File: config.mk
export PLATFORM = sky130hd
export DESIGN_NAME = uart_tx_rx_ring_buffers_top
export DESIGN_NICKNAME = d
export VERILOG_FILES = /design/src/hw/rtl/utrb_pkg.sv /design/src/hw/rtl/utrb_cell.sv /design/src/hw/rtl/utrb_ctrl.sv /design/src/hw/rtl/uart_tx_rx_ring_buffers_top.sv
export SDC_FILE = /design/constraint.sdc
export NUM_CORES = 1
export LEC_CHECK = 0
export ABC_AREA = 1
export BUFFER_PORTS_ARGS = -buffer_cell sky130_fd_sc_hd__buf_2
export CELL_PAD_IN_SITES_DETAIL_PLACEMENT = 0
export CELL_PAD_IN_SITES_GLOBAL_PLACEMENT = 1
export CORE_MARGIN = 2
export CORE_UTILIZATION = 31
export CTS_CLUSTER_DIAMETER = 50
export DETAILED_ROUTE_END_ITERATION = 7
export HOLD_SLACK_MARGIN = 0.05
export PLACE_DENSITY = 0.59
export SLEW_MARGIN = 30
export SYNTH_ARGS = -nofsm -noshare
export SYNTH_HDL_FRONTEND = slang
export SYNTH_SLANG_ARGS = --single-unit
File: constraint.sdc
create_clock -name clk -period 3.43 [get_ports clk]
set_input_delay 0.343 -clock clk [delete_from_list [all_inputs] [get_ports clk]]
set_output_delay 0.343 -clock clk [all_outputs]
set_load 0.02 [all_outputs]
File: src/hw/rtl/utrb_pkg.sv
// ----------------------------------------------------------------------------
// utrb_pkg: shared definitions for the UART ring-buffer block
// Depths, event and status codes, and the command and result structs that
// pass between the controller and the top level.
// ----------------------------------------------------------------------------
`default_nettype none

package utrb_pkg;

  // Slots per ring. One slot always stays empty, so a ring holds depth-1 bytes.
  localparam int TX_DEPTH = 16;
  localparam int RX_DEPTH = 16;

  // Width of a cell index and of a fill count (the count never exceeds depth-1).
  localparam int TX_IW = $clog2(TX_DEPTH);
  localparam int RX_IW = $clog2(RX_DEPTH);

  // Event codes carried in the mode field.
  localparam logic [1:0] MODE_PUT     = 2'd0;
  localparam logic [1:0] MODE_GET     = 2'd1;
  localparam logic [1:0] MODE_TX_DONE = 2'd2;
  localparam logic [1:0] MODE_RX_BYTE = 2'd3;

  // Status codes returned with every result.
  localparam logic [2:0] ST_OK       = 3'd0;
  localparam logic [2:0] ST_TX_FULL  = 3'd1;
  localparam logic [2:0] ST_RX_EMPTY = 3'd2;
  localparam logic [2:0] ST_RX_OVFL  = 3'd3;
  localparam logic [2:0] ST_RX_ERR   = 3'd4;

  // Per-chain command: push writes data_in at wr_pos, pop shifts every
  // cell one place toward the front.
  typedef struct packed {
    logic             push;
    logic             pop;
    logic [TX_IW-1:0] wr_pos;
  } tx_cmd_t;

  typedef struct packed {
    logic             push;
    logic             pop;
    logic [RX_IW-1:0] wr_pos;
  } rx_cmd_t;

  // One result beat.
  typedef struct packed {
    logic [2:0] status;
    logic [7:0] read_byte;
    logic       send_valid;
    logic [7:0] send_byte;
    logic [3:0] tx_free;
    logic       rx_present;
    logic       tx_irq_armed;
  } res_t;

endpackage

`default_nettype wire

File: src/hw/rtl/utrb_cell.sv
// ----------------------------------------------------------------------------
// utrb_cell: one byte slot of a shifting FIFO chain
// Loads the incoming byte when selected, otherwise takes its neighbor's byte
// when the chain shifts toward the front.
// ----------------------------------------------------------------------------
`default_nettype none

module utrb_cell (
  input  wire logic       clk,
  input  wire logic       load,
  input  wire logic       shift,
  input  wire logic [7:0] din,
  input  wire logic [7:0] nbr,
  output logic      [7:0] q
);

  logic [7:0] q_r;
  logic [7:0] q_nxt;

  // A load wins over a shift: on a simultaneous push and pop the new byte
  // lands in the cell that the shift would otherwise leave stale.
  always_comb begin
    q_nxt = q_r;
    if (load) begin
      q_nxt = din;
    end else if (shift) begin
      q_nxt = nbr;
    end
  end

  always_ff @(posedge clk) begin
    q_r <= q_nxt;
  end

  assign q = q_r;

endmodule

`default_nettype wire

File: src/hw/rtl/utrb_ctrl.sv
// ----------------------------------------------------------------------------
// utrb_ctrl: fill counts, interrupt flag and event decode
// Turns one accepted event into push/pop commands for both cell chains and
// forms the result beat from the state after the event.
// ----------------------------------------------------------------------------
`default_nettype none

module utrb_ctrl (
  input  wire logic                  clk,
  input  wire logic                  rst_n,
  input  wire logic                  accept,
  input  wire logic [1:0]            mode,
  input  wire logic [7:0]            data_in,
  input  wire logic                  line_error,
  input  wire logic                  tx_idle,
  input  wire logic [7:0]            tx_front,
  input  wire logic [7:0]            rx_front,
  output utrb_pkg::tx_cmd_t          tx_cmd,
  output utrb_pkg::rx_cmd_t          rx_cmd,
  output utrb_pkg::res_t             res
);

  logic [utrb_pkg::TX_IW-1:0] tx_cnt_r;
  logic [utrb_pkg::TX_IW-1:0] tx_cnt_nxt;
  logic [utrb_pkg::RX_IW-1:0] rx_cnt_r;
  logic [utrb_pkg::RX_IW-1:0] rx_cnt_nxt;
  logic                       tx_armed_r;
  logic                       tx_armed_nxt;

  logic                       tx_full;
  logic                       tx_empty;
  logic                       rx_full;
  logic                       rx_empty;
  logic [utrb_pkg::TX_IW-1:0] tx_free_raw;
  logic [8:0]                 tx_free_wide;

  assign tx_full  = (tx_cnt_r == utrb_pkg::TX_IW'(utrb_pkg::TX_DEPTH - 1));
  assign tx_empty = (tx_cnt_r == '0);
  assign rx_full  = (rx_cnt_r == utrb_pkg::RX_IW'(utrb_pkg::RX_DEPTH - 1));
  assign rx_empty = (rx_cnt_r == '0);

  always_comb begin
    tx_cmd         = '0;
    rx_cmd         = '0;
    tx_cnt_nxt     = tx_cnt_r;
    rx_cnt_nxt     = rx_cnt_r;
    tx_armed_nxt   = tx_armed_r;
    res            = '0;
    res.status     = utrb_pkg::ST_OK;

    if (accept) begin
      case (mode)
        utrb_pkg::MODE_PUT: begin
          if (tx_full) begin
            res.status = utrb_pkg::ST_TX_FULL;
          end else begin
            tx_armed_nxt = 1'b1;
            if (tx_idle) begin
              // Queue and send in the same beat. On an empty ring the new
              // byte goes straight out and never occupies a cell.
              res.send_valid = 1'b1;
              if (tx_empty) begin
                res.send_byte = data_in;
              end else begin
                res.send_byte = tx_front;
                tx_cmd.pop    = 1'b1;
                tx_cmd.push   = 1'b1;
                tx_cmd.wr_pos = tx_cnt_r - 1'b1;
              end
            end else begin
              tx_cmd.push   = 1'b1;
              tx_cmd.wr_pos = tx_cnt_r;
              tx_cnt_nxt    = tx_cnt_r + 1'b1;
            end
          end
        end
        utrb_pkg::MODE_GET: begin
          if (rx_empty) begin
            res.status = utrb_pkg::ST_RX_EMPTY;
          end else begin
            res.read_byte = rx_front;
            rx_cmd.pop    = 1'b1;
            rx_cnt_nxt    = rx_cnt_r - 1'b1;
          end
        end
        utrb_pkg::MODE_TX_DONE: begin
          if (tx_empty) begin
            tx_armed_nxt = 1'b0;
          end else begin
            res.send_valid = 1'b1;
            res.send_byte  = tx_front;
            tx_cmd.pop     = 1'b1;
            tx_cnt_nxt     = tx_cnt_r - 1'b1;
          end
        end
        utrb_pkg::MODE_RX_BYTE: begin
          if (line_error) begin
            res.status = utrb_pkg::ST_RX_ERR;
          end else if (rx_full) begin
            res.status = utrb_pkg::ST_RX_OVFL;
          end else begin
            rx_cmd.push   = 1'b1;
            rx_cmd.wr_pos = rx_cnt_r;
            rx_cnt_nxt    = rx_cnt_r + 1'b1;
          end
        end
        default: begin
          res.status = utrb_pkg::ST_OK;
        end
      endcase
    end

    // Status fields reflect the state after this event.
    tx_free_raw      = utrb_pkg::TX_IW'(utrb_pkg::TX_DEPTH - 1) - tx_cnt_nxt;
    tx_free_wide     = 9'(tx_free_raw);
    res.rx_present   = (rx_cnt_nxt != '0);
    res.tx_irq_armed = tx_armed_nxt;
    res.tx_free      = (tx_free_wide > 9'd15) ? 4'd15 : tx_free_wide[3:0];
  end

  always_ff @(posedge clk) begin
    if (!rst_n) begin
      tx_cnt_r   <= '0;
      rx_cnt_r   <= '0;
      tx_armed_r <= 1'b0;
    end else begin
      tx_cnt_r   <= tx_cnt_nxt;
      rx_cnt_r   <= rx_cnt_nxt;
      tx_armed_r <= tx_armed_nxt;
    end
  end

  // Fill counts stay within the usable capacity of each ring.
  a_tx_cnt_range: assert property (@(posedge clk) disable iff (!rst_n)
    tx_cnt_r <= utrb_pkg::TX_IW'(utrb_pkg::TX_DEPTH - 1))
    else $error("transmit fill count beyond capacity");

  a_rx_cnt_range: assert property (@(posedge clk) disable iff (!rst_n)
    rx_cnt_r <= utrb_pkg::RX_IW'(utrb_pkg::RX_DEPTH - 1))
    else $error("receive fill count beyond capacity");

  // A put that is not refused leaves the interrupt armed.
  a_put_arms: assert property (@(posedge clk) disable iff (!rst_n)
    (accept && mode == utrb_pkg::MODE_PUT && !tx_full) |=> tx_armed_r)
    else $error("accepted put did not arm transmit interrupt");

  // A transmit-complete on an empty ring disarms and leaves the ring empty.
  a_done_disarms: assert property (@(posedge clk) disable iff (!rst_n)
    (accept && mode == utrb_pkg::MODE_TX_DONE && tx_empty)
      |=> (!tx_armed_r && tx_cnt_r == '0))
    else $error("transmit complete on empty ring did not disarm");

  // A get on a nonempty ring removes exactly one byte.
  a_get_pops: assert property (@(posedge clk) disable iff (!rst_n)
    (accept && mode == utrb_pkg::MODE_GET && !rx_empty)
      |=> (rx_cnt_r == $past(rx_cnt_r) - 1'b1))
    else $error("get did not remove one byte");

endmodule

`default_nettype wire

File: src/hw/rtl/uart_tx_rx_ring_buffers_top.sv
// ----------------------------------------------------------------------------
// uart_tx_rx_ring_buffers_top: transmit and receive byte FIFOs for a UART
// Two shifting cell chains hold the queued bytes, a controller keeps the
// fill counts and the transmit interrupt flag, and an output register holds
// one result beat for the consumer.
// ----------------------------------------------------------------------------
`default_nettype none

// Every input beat is one event: a software put, a software get, a
// transmit-complete from the UART, or a received byte, and every event gives
// exactly one result beat with a status code, the byte read by a get, the
// byte handed to the transmitter, the free transmit space, receive presence
// and the transmit interrupt flag after the event. Each ring holds depth-1
// bytes (15 with the default depth of 16). The block takes one beat per
// clock cycle; the only limit is the single output register, so while a
// result waits under out_stall the input is stalled, and it frees again in
// the cycle in which the result is taken. Each ring is a chain of byte cells
// with the oldest byte always in the first cell: a pop shifts the whole chain
// one place toward the front at once, and a push writes the cell just
// past the last queued byte. After reset both rings are empty and the
// interrupt is disarmed; no clearing pass is needed.

module uart_tx_rx_ring_buffers_top (
  input  wire logic       clk,
  input  wire logic       rst_n,
  // Event channel.
  input  wire logic       in_valid,
  output logic            in_stall,
  input  wire logic [1:0] in_mode,
  input  wire logic [7:0] in_data_in,
  input  wire logic       in_line_error,
  input  wire logic       in_tx_idle,
  // Result channel.
  output logic            out_valid,
  input  wire logic       out_stall,
  output logic      [2:0] out_status,
  output logic      [7:0] out_read_byte,
  output logic            out_send_valid,
  output logic      [7:0] out_send_byte,
  output logic      [3:0] out_tx_free,
  output logic            out_rx_present,
  output logic            out_tx_irq_armed
);

  logic              in_acc;
  logic              out_valid_r;
  logic              out_valid_nxt;
  utrb_pkg::res_t    res;
  utrb_pkg::res_t    res_r;
  utrb_pkg::tx_cmd_t tx_cmd;
  utrb_pkg::rx_cmd_t rx_cmd;

  logic [7:0] tx_q [utrb_pkg::TX_DEPTH];
  logic [7:0] rx_q [utrb_pkg::RX_DEPTH];

  // The output register is the only buffer: a new beat can enter whenever
  // that register is empty or being taken in this cycle.
  assign in_stall = out_valid_r && out_stall;
  assign in_acc   = in_valid && !in_stall;

  utrb_ctrl u_ctrl (
    .clk        (clk),
    .rst_n      (rst_n),
    .accept     (in_acc),
    .mode       (in_mode),
    .data_in    (in_data_in),
    .line_error (in_line_error),
    .tx_idle    (in_tx_idle),
    .tx_front   (tx_q[0]),
    .rx_front   (rx_q[0]),
    .tx_cmd     (tx_cmd),
    .rx_cmd     (rx_cmd),
    .res        (res)
  );

  // Transmit chain. Cell 0 always holds the oldest queued byte; the last
  // cell shifts in zero, which is never read as a queued byte.
  for (genvar i = 0; i < utrb_pkg::TX_DEPTH; i++) begin : g_tx
    logic [7:0] nbr;
    if (i == utrb_pkg::TX_DEPTH - 1) begin : g_last
      assign nbr = 8'h00;
    end else begin : g_mid
      assign nbr = tx_q[i+1];
    end
    utrb_cell u_cell (
      .clk   (clk),
      .load  (tx_cmd.push && (tx_cmd.wr_pos == utrb_pkg::TX_IW'(i))),
      .shift (tx_cmd.pop),
      .din   (in_data_in),
      .nbr   (nbr),
      .q     (tx_q[i])
    );
  end

  // Receive chain, built the same way.
  for (genvar i = 0; i < utrb_pkg::RX_DEPTH; i++) begin : g_rx
    logic [7:0] nbr;
    if (i == utrb_pkg::RX_DEPTH - 1) begin : g_last
      assign nbr = 8'h00;
    end else begin : g_mid
      assign nbr = rx_q[i+1];
    end
    utrb_cell u_cell (
      .clk   (clk),
      .load  (rx_cmd.push && (rx_cmd.wr_pos == utrb_pkg::RX_IW'(i))),
      .shift (rx_cmd.pop),
      .din   (in_data_in),
      .nbr   (nbr),
      .q     (rx_q[i])
    );
  end

  // Result register. Valid is cleared only when the beat is taken.
  always_comb begin
    out_valid_nxt = out_valid_r;
    if (in_acc) begin
      out_valid_nxt = 1'b1;
    end else if (!out_stall) begin
      out_valid_nxt = 1'b0;
    end
  end

  always_ff @(posedge clk) begin
    if (!rst_n) begin
      out_valid_r <= 1'b0;
    end else begin
      out_valid_r <= out_valid_nxt;
    end
  end

  always_ff @(posedge clk) begin
    if (in_acc) begin
      res_r <= res;
    end
  end

  assign out_valid        = out_valid_r;
  assign out_status       = res_r.status;
  assign out_read_byte    = res_r.read_byte;
  assign out_send_valid   = res_r.send_valid;
  assign out_send_byte    = res_r.send_byte;
  assign out_tx_free      = res_r.tx_free;
  assign out_rx_present   = res_r.rx_present;
  assign out_tx_irq_armed = res_r.tx_irq_armed;

endmodule

`default_nettype wire
Word-level counts from Yosys, hierarchy flattened. Index checks and enable logic that the tools add are counted.

ROM bits: 0. RAM bits: 0. Bits in registers: 292. Output and inout bits: 28. Latch bits: 0. Memories: 0.

Shift-type cells: 0. Reduce and logical (&&, ||, !) cells: 74. Div/mod/pow operators: 0. Magnitude comparators: 0. Muxes and demuxes: 109. Bitwise logic cells: 1. Eq/ne operators: 36. Multiply operators: 0. Add/sub/neg operators: 5.

Operators with widths (count): $mux 8 (65); $eq 4x4->1 const B (18); $reduce_bool 2->1 (32); $mux 4 (13); $logic_and 1x1->1 (34); $eq 4x3->1 const B (8); $mux 9 (3); $mux 6 (4); $pmux 9 s2 (1); $eq 4x2->1 const B (4); $logic_not 4->1 (4); $pmux 4 s2 (2); $mux 1 (15); $pmux 3 s3 (1); $add 4x1->4 const B (2); $eq 4x1->1 const B (2); $sub 4x1->4 const B (2); $eq 2x2->1 const B (2); $mux 2 (2); $pmux 1 s2 (2); $reduce_bool 4->1 (1); $sub 4x4->4 const A (1); $mux 3 (1); $eq 2x1->1 const B (1); other kinds (5) (5).

Logic depth before layout (Yosys ltp). Gate-level depths: netlist of the first run.

Word-level depth: 9. Mapped depth: 15. Depth with buffers taken out: 13.

Modules after synthesis. A second synthesis of the first run with hierarchy kept.

Cell total of the unflattened synthesis: 1446. Area, all modules: 13559.3 um2.

By module, submodules not included: utrb_cell (area each 351.6 um2, instances 32, sequential area each 240.2 um2, cells each 35); utrb_ctrl (area each 1227.4 um2, instances 1, sequential area each 180.2 um2, cells each 229); uart_tx_rx_ring_buffers_top (area each 1081.0 um2, instances 1, sequential area each 800.8 um2, cells each 97).

Worst setup path before layout of the first run. Ideal clock, no wire load.

Path kind: reg2reg. Start: reg u_ctrl.tx_cnt_r[0] in the netlist's numbering. End: reg g_tx[9].u_cell.q_r[0], enable pin. Path slack: 0.446 ns. Required time: 3.046 ns. Clock period less this slack: 2.984 ns. Setup time: 0.384 ns. Data arrival time: 2.600 ns. Cell stages (with the launch flop): 13. Path buffers: 2. Cell sequence: dfxtp_1 > inv_1 > ha_1 > nand2_2 > buf_1 > ha_1 > inv_1 > nand2_1 > nand3_2 > nor2_4 > nand2_1 > buf_2 > o21ai_0.

Longest elaborated chain between the ends: 9. Elaborated cells between the ends (all ways): 16. Classes of those cells: add/sub (1); eq/ne (2); mux (10); reduce/logical (3).

Ends and longest elaborated chain: from (decl) (RTL line utrb_ctrl.sv:23) `logic [utrb_pkg::TX_IW-1:0] tx_cnt_r;`; from (signal assigned) (RTL line utrb_ctrl.sv:127) `tx_cnt_r <= tx_cnt_nxt;`; $sub 4x1->4 or $logic_not 4->1 (tied branches) (RTL line utrb_ctrl.sv:68, utrb_ctrl.sv:38); $mux 6 (RTL line utrb_ctrl.sv:62) `if (tx_empty) begin`; $mux 4 (RTL line utrb_ctrl.sv:58) `if (tx_idle) begin`; $mux 6 (RTL line utrb_ctrl.sv:54) `if (tx_full) begin`; $mux 4 (RTL line utrb_ctrl.sv:52) `case (mode)`; $mux 6 * (RTL line utrb_ctrl.sv:51) `if (accept) begin`; $eq 4x4->1 (RTL line uart_tx_rx_ring_buffers_top.sv:87) `.load (tx_cmd.push && (tx_cmd.wr_pos == utrb_pkg::TX_IW'(i))),`; $logic_and 1x1->1 (RTL line uart_tx_rx_ring_buffers_top.sv:87); $reduce_bool 2->1 (no source line) *; to (signal assigned) (RTL line utrb_cell.sv:32) `q_r <= q_nxt;`; to (decl) (RTL line utrb_cell.sv:17) `logic [7:0] q_r;`.

Mark *: on every way between the ends. The rest lies on a longest branch, timed or not. A chain may end at the register's enable or synchronous reset.

Worst setup path in the final report of the first run.
Start: reg u_ctrl.tx_cnt_r[0] in the netlist's numbering. End: reg g_tx[0].u_cell.q_r[0], enable pin.

Longest elaborated chain between the ends: 9. Elaborated cells between the ends (all ways): 16. Classes of those cells: add/sub (1); eq/ne (1); mux (10); reduce/logical (4).

Ends and longest elaborated chain (RTL line): $sub 4x1->4 or $logic_not 4->1 (tied branches) (utrb_ctrl.sv:68, utrb_ctrl.sv:38); $mux 6 (utrb_ctrl.sv:62); $mux 4 (utrb_ctrl.sv:58); $mux 6 (utrb_ctrl.sv:54); $mux 4 (utrb_ctrl.sv:52); $mux 6 * (utrb_ctrl.sv:51); $logic_not 4->1 (uart_tx_rx_ring_buffers_top.sv:87); $logic_and 1x1->1 (uart_tx_rx_ring_buffers_top.sv:87); $reduce_bool 2->1 (no source line) *; to (signal assigned) (utrb_cell.sv:32); to (decl) (utrb_cell.sv:17).

Marked as above.

==> results.cfg, run 1 <==
[global_route]
use_met3_pct = 2.56
grt_usage_pct = 13.8
grt_max_degree = 41
antenna_found_initial = 0
grt_pass1_wl_um = 48900
grt_pass1_vias = 8963
use_met1_pct = 18.6
grtUsageMet2_pct = 22.4
grt-busiest-layer = met2
overflow = 0

[logic_synthesis]
syn-num-nets = 1321
synth_top_cell_by_area = edfxtp_1
netlist_area_mm2 = 0.0135
syn_inst = 1299
synth_seq_cells = 292
synth.top_cell.area_share_pct = 62.5
ys_seq_area_share_pct = 64.0
synthDistinctLibCells = 32
syn_avg_cell_area_um2 = 10.4
ys_warn_count = 0
synth_area_leaders = edfxtp_1, nand2_1, o21ai_0

[setup_path]
critPathCaptureType = register
crit_path_max_fanout = 17
r2r_cells = 11
r2r_slack_ns = 0.29
r2r_end = g_tx[0].u_cell.q[0]$_DFFE_PP_
cp_data_required_time_ns = 3.61
critPathArrivalTime_ns = 3.32
crit_path_start_kind = register
critPathKind = register to register
r2r-start = u_ctrl.tx_cnt_r[0]$_SDFF_PN0_

[layout]
fillers = 4309
seq_area_mm2 = 0.00867
multiInputGateArea_mm2 = 0.00429
finalInstanceArea_mm2 = 0.0154
drive_gt1_share_pct = 16.2
post-route-util_pct = 35.8
finalNetCount = 1364
synthToLayoutAreaGrowth_pct = 13.8
layout.cells.non_filler = 1949
n_antenna_cell = 0

[clock_tree]
cts_buffer_depth = 3
cts.clk_slew.worst_paths_ns = 0.05
postCtsSetupRepairBufs = 0
clock_latency_ns = 0.52
cts_tree = done
cts_hold_buf = 0
htree_levels = 2
cts_root_buffer = clkbuf_16
clock_sinks = 292
cts_buffers = 36
cts_resized = 0

[pwr]
leakage_nw = 6.13
power_density_mw_per_mm2 = 521
ir_worst_vdd_uv = 277

[drt]
wirelength_um = 30500
ant_nets = 0
dr.first_iter.drc_count = 593
wl_per_cell_um = 15.7
viasPerCell = 4.65
vias = 9068
drc = 0
drt_pass1_iterations = 4

[die]
die-area_mm2 = 0.0454
dieWidth_um = 213
start_util_pct = 31.5
die_height_um = 213
fp.coreArea_mm2 = 0.0431
rows = 76
ioPinCount = 44

[sta]
fin_hold_ws_ns = 0.167
rsz0062_at_grt = false
setup-tns-final_ns = 0
period_needed_ns = 3.14
worst_slew_pin_slew_ns = 0.837
period_share_pct = 91.6
hold_viol = 0
slew_violations = 0
slew_headroom_pct = 44.2
fmax_ghz = 0.318
setup_viol = 0
clock_skew_ns = 0.00969

[worst_hold_path]
hp-class = input pin to register
hold_start = out_stall
hold_depth = 3
hold_end = out_valid$_SDFFE_PN0P_

[placement]
dpl_cell_area_mm2 = 0.0143
io_buffers = 43
dp_hpwl_um = 20100
gp_congestion = 0.814
place_inst = 1889

[outcome]
run_status = finished clean

[job]
drv_cap = 0
## cells in the final DEF, fill, tap and decap left out, drive strengths merged, types with 3 or more instances in the layout
cell type,n
clkbuf,38
nand4,3
buf,71
nor2,67
a21oi,10
edfxtp,282
nand3,108
dfxtp,10
nand2,487
clkinv,17
xor2,4
ha,6
nor3,7
o211ai,3
o21ai,188
inv,58
## power by group
| group | total, mW | internal (mW) | switching [mW] | leakage [nW] |
|---|---|---|---|---|
| Clock | 3.55 | 2.11 | 1.44 | 0.543 |
| Sequential | 4.02 | 3.99 | 0.0314 | 2.64 |
| Combinational | 0.467 | 0.112 | 0.355 | 2.95 |
## per-layer routing
metal | wire length (um) | part of all wire, %
met1 | 14300 | 47
met2 | 14200 | 47
met3 | 1340 | 4.4
met4 | 698 | 2.3
met5 | 0 | 0
## synth_stat cells (all sizes together)
cell	number
nand2	487
edfxtp	282
o21ai	188
nand3	108
nor2	67
inv	55
buf	40
clkbuf	26
a21oi	10
dfxtp	10
nor3	7
ha	6
xor2	4
nand4	3
o211ai	3
clkinv	1
o21bai	1
xnor2	1
## registers in the layout, summed over array words and instances (netlist names)
signal,flops
u_ctrl.tx_cnt_r,4
u_ctrl.tx_armed_r,1
u_ctrl.rx_cnt_r,4
out_status,3
out_read_byte,8
out_tx_irq_armed,1
g_tx.u_cell.q,128
out_send_byte,8
g_rx.u_cell.q,128
out_tx_free,4
out_rx_present,1
out_valid,1
out_send_valid,1
## final cells by class
type	instances	area share [%]
clock buffer	38	6.03
clock inverter	22	1.09
inverter	56	1.36
multi-input combinational	885	27.8
sequential	292	56.2
tap	585	4.75
timing repair buffer	71	2.76
## critical path: stages, from the launching register on
cell	delay, ns
dfxtp_1	0.32
inv_1	0.19
ha_1	0.28
nand2_2	0.23
ha_1	0.25
inv_1	0.05
nand2_1	0.05
nand3_2	0.14
nand4_1	0.13
nor2_2	0.51
nand3_2	0.30
nand2_1	0.36
## stage by stage
step	worst slack, ns	power (mW)
2_1_floorplan	0.446	4.40
3_3_place_gp	0.400	4.56
3_5_place_dp	0.280	4.57
4_1_cts	0.270	8.14
5_1_grt	0.0143	8.33
6_report	0.287	8.04
## how the worst max path moves through the flow
| stage | startpoint | endpoint | slack, ns | cells after the start |
|---|---|---|---|---|
| CTS | u_ctrl.tx_cnt_r[0]$_SDFF_PN0_ | g_tx[4].u_cell.q[4]$_DFFE_PP_ | 0.27 | 11 |
| floorplan | u_ctrl.tx_cnt_r[0]$_SDFF_PN0_ | g_tx[9].u_cell.q[0]$_DFFE_PP_ | 0.45 | 12 |
| global route | u_ctrl.tx_cnt_r[0]$_SDFF_PN0_ | g_tx[0].u_cell.q[0]$_DFFE_PP_ | 0.01 | 11 |
| detailed placement | u_ctrl.tx_cnt_r[0]$_SDFF_PN0_ | g_tx[4].u_cell.q[2]$_DFFE_PP_ | 0.28 | 11 |
| finish | u_ctrl.tx_cnt_r[0]$_SDFF_PN0_ | g_tx[0].u_cell.q[0]$_DFFE_PP_ | 0.29 | 11 |
| global placement | u_ctrl.tx_cnt_r[0]$_SDFF_PN0_ | g_tx[4].u_cell.q[4]$_DFFE_PP_ | 0.40 | 11 |
## cell families (layout without fill, tap and decap cells)
group,after synthesis,after routing,synth area share [%]
buffers and inverters,122,187,4.41
and+or+nand+nor,672,672,22.5
adders and majority gates,6,6,0.554
xor gates and xnor gates,5,5,0.323
DFF,292,292,64.0
AOI/OAI and AO/OA,202,202,8.23
Power figures use the tool's default switching activity.
==> inputs of run 2 (changes only) <==
--- a/config.mk
+++ b/config.mk
@@ -15,6 +15,7 @@
 export DETAILED_ROUTE_END_ITERATION = 7
 export HOLD_SLACK_MARGIN = 0.05
 export PLACE_DENSITY = 0.59
+export REMOVE_ABC_BUFFERS = 1
 export SLEW_MARGIN = 30
 export SYNTH_ARGS = -nofsm -noshare
 export SYNTH_HDL_FRONTEND = slang
==> results.cfg, run 2 (synthesis results as in run 1) <==
[sta]
clock_skew_ns = 0.0115
setup_viol = 0
rsz0062_at_grt = false
fmax_ghz = 0.339
slew_violations = 0
worst_slew_pin_slew_ns = 0.860
hold_viol = 0
period_needed_ns = 2.95
slew_headroom_pct = 42.6
setup-tns-final_ns = 0
period_share_pct = 85.9

[pwr]
leakage_nw = 6.05
power_density_mw_per_mm2 = 517
ir_worst_vdd_uv = 223
total_power_mw = 7.90

[layout]
final_cell_mix = nand2_1, edfxtp_1, o21ai_0, nand3_1, nor2_1
finalNetCount = 1353
finalInstanceArea_mm2 = 0.0153
post-route-util_pct = 35.5
drive_gt1_share_pct = 15.1
n_antenna_cell = 0
final_common_cell = nand2_1
synthToLayoutAreaGrowth_pct = 12.9
multiInputGateArea_mm2 = 0.00429
seq_area_mm2 = 0.00867
fillers = 4304

[die]
rows = 76
die_height_um = 213
ioPinCount = 44
fp.coreArea_mm2 = 0.0431
die-area_mm2 = 0.0454
start_util_pct = 31.5
dieWidth_um = 213

[setup_path]
crit_path_max_fanout = 17
cp_slowest_cell = dfxtp_1
r2r-start = u_ctrl.tx_cnt_r[1]$_SDFF_PN0_
r2r_slack_ns = 0.48
critPathArrivalTime_ns = 3.12
crit_top_cell = nand2_1
r2r_cells = 12
r2r_end = g_tx[13].u_cell.q[5]$_DFFE_PP_
cpPeakStageDelay_ns = 0.43
critPathCaptureType = register
cp_data_required_time_ns = 3.60
critPathKind = register to register
crit_path_start_kind = register
crit_chain = inv_1 > ha_1 > nand2_2 > ha_1 > inv_1 > nand2_1 > nand3_2 > nor2_4 > nand2_1 > inv_2 > nand2_2 > nand2_1

[clock_tree]
clock_latency_ns = 0.52
clock_sinks = 292
cts_tree = done
cts_buffers = 35
cts_resized = 0
cts_hold_buf = 0
postCtsSetupRepairBufs = 0
cts_root_buffer = clkbuf_16
cts_buffer_depth = 3
cts.clk_slew.worst_paths_ns = 0.06
htree_levels = 2

[placement]
dpl_cell_area_mm2 = 0.0142
io_buffers = 43
dp_hpwl_um = 20500
gp_congestion = 0.815

[global_route]
grt_usage_pct = 14.0
overflow = 0
antenna_found_initial = 0
grt_max_degree = 41
grt_pass1_vias = 8838
grt_pass1_wl_um = 49300

[drt]
ant_nets = 0
wl_per_cell_um = 16.1
viasPerCell = 4.66
drc = 0
vias = 9030
wirelength_um = 31100
drt_pass1_iterations = 5
dr.first_iter.drc_count = 575

[worst_hold_path]
hold_start = out_stall
hp-class = input pin to register
hold_depth = 3
hold_end = out_valid$_SDFFE_PN0P_

[job]
drv_cap = 0

[outcome]
run_status = finished clean
-- run 2: area by class of cell --
cell class                 instances  share of cell area (%)
sequential                       292                    56.7
multi-input combinational        885                    28.0
clock buffer                      43                    6.20
tap                              585                    4.79
timing repair buffer              61                    2.29
inverter                          56                    1.37
clock inverter                    14                   0.630
-- run 2: critical path, delay by kind of cell (launching register included) --
kind	cells	cell delay, ns
adders and majority gates	2	0.39
buffers and inverters	3	0.47
DFF	1	0.43
and+or+nand+nor	7	1.33
-- run 2: worst max-delay path by stage --
stage                                           endpoint  depth (start not counted)                          start
final                     g_tx[13].u_cell.q[5]$_DFFE_PP_                         12  u_ctrl.tx_cnt_r[1]$_SDFF_PN0_
after global routing      g_tx[13].u_cell.q[5]$_DFFE_PP_                         12  u_ctrl.tx_cnt_r[1]$_SDFF_PN0_
after CTS                 g_tx[13].u_cell.q[4]$_DFFE_PP_                         12  u_ctrl.tx_cnt_r[1]$_SDFF_PN0_
after detailed placement  g_tx[13].u_cell.q[0]$_DFFE_PP_                         12  u_ctrl.tx_cnt_r[1]$_SDFF_PN0_
after global placement     g_tx[4].u_cell.q[4]$_DFFE_PP_                         12  u_ctrl.tx_cnt_r[0]$_SDFF_PN0_
after floorplan           g_tx[10].u_cell.q[0]$_DFFE_PP_                          9  u_ctrl.tx_cnt_r[0]$_SDFF_PN0_
-- run 2: per-layer routing --
metal	share of wire, %	routed length (um)	GRT usage (%)	vias up
li1	-	-	-	4514
met3	4.4	1380	2.41	44
met2	47	14500	23.0	185
met1	47	14600	19.0	4287
met4	2.1	642	4.00	0
met5	0	0	0	-
-- run 2: per-stage QoR --
stage          hold WS, ns  std cells  setup WS [ns]
2_1_floorplan        0.483       1233          0.134
3_3_place_gp         0.498       1879          0.607
3_5_place_dp         0.503       1879          0.488
4_1_cts              0.157       1936          0.494
5_1_grt              0.186       1936          0.257
6_report             0.182       1936          0.483
-- run 2: report_power, final --
group | leakage, nW | internal, mW | switching, mW
Combinational | 2.90 | 0.111 | 0.357
Clock | 0.509 | 2.03 | 1.39
Sequential | 2.64 | 3.99 | 0.0353
Total | 6.05 | 6.12 | 1.78
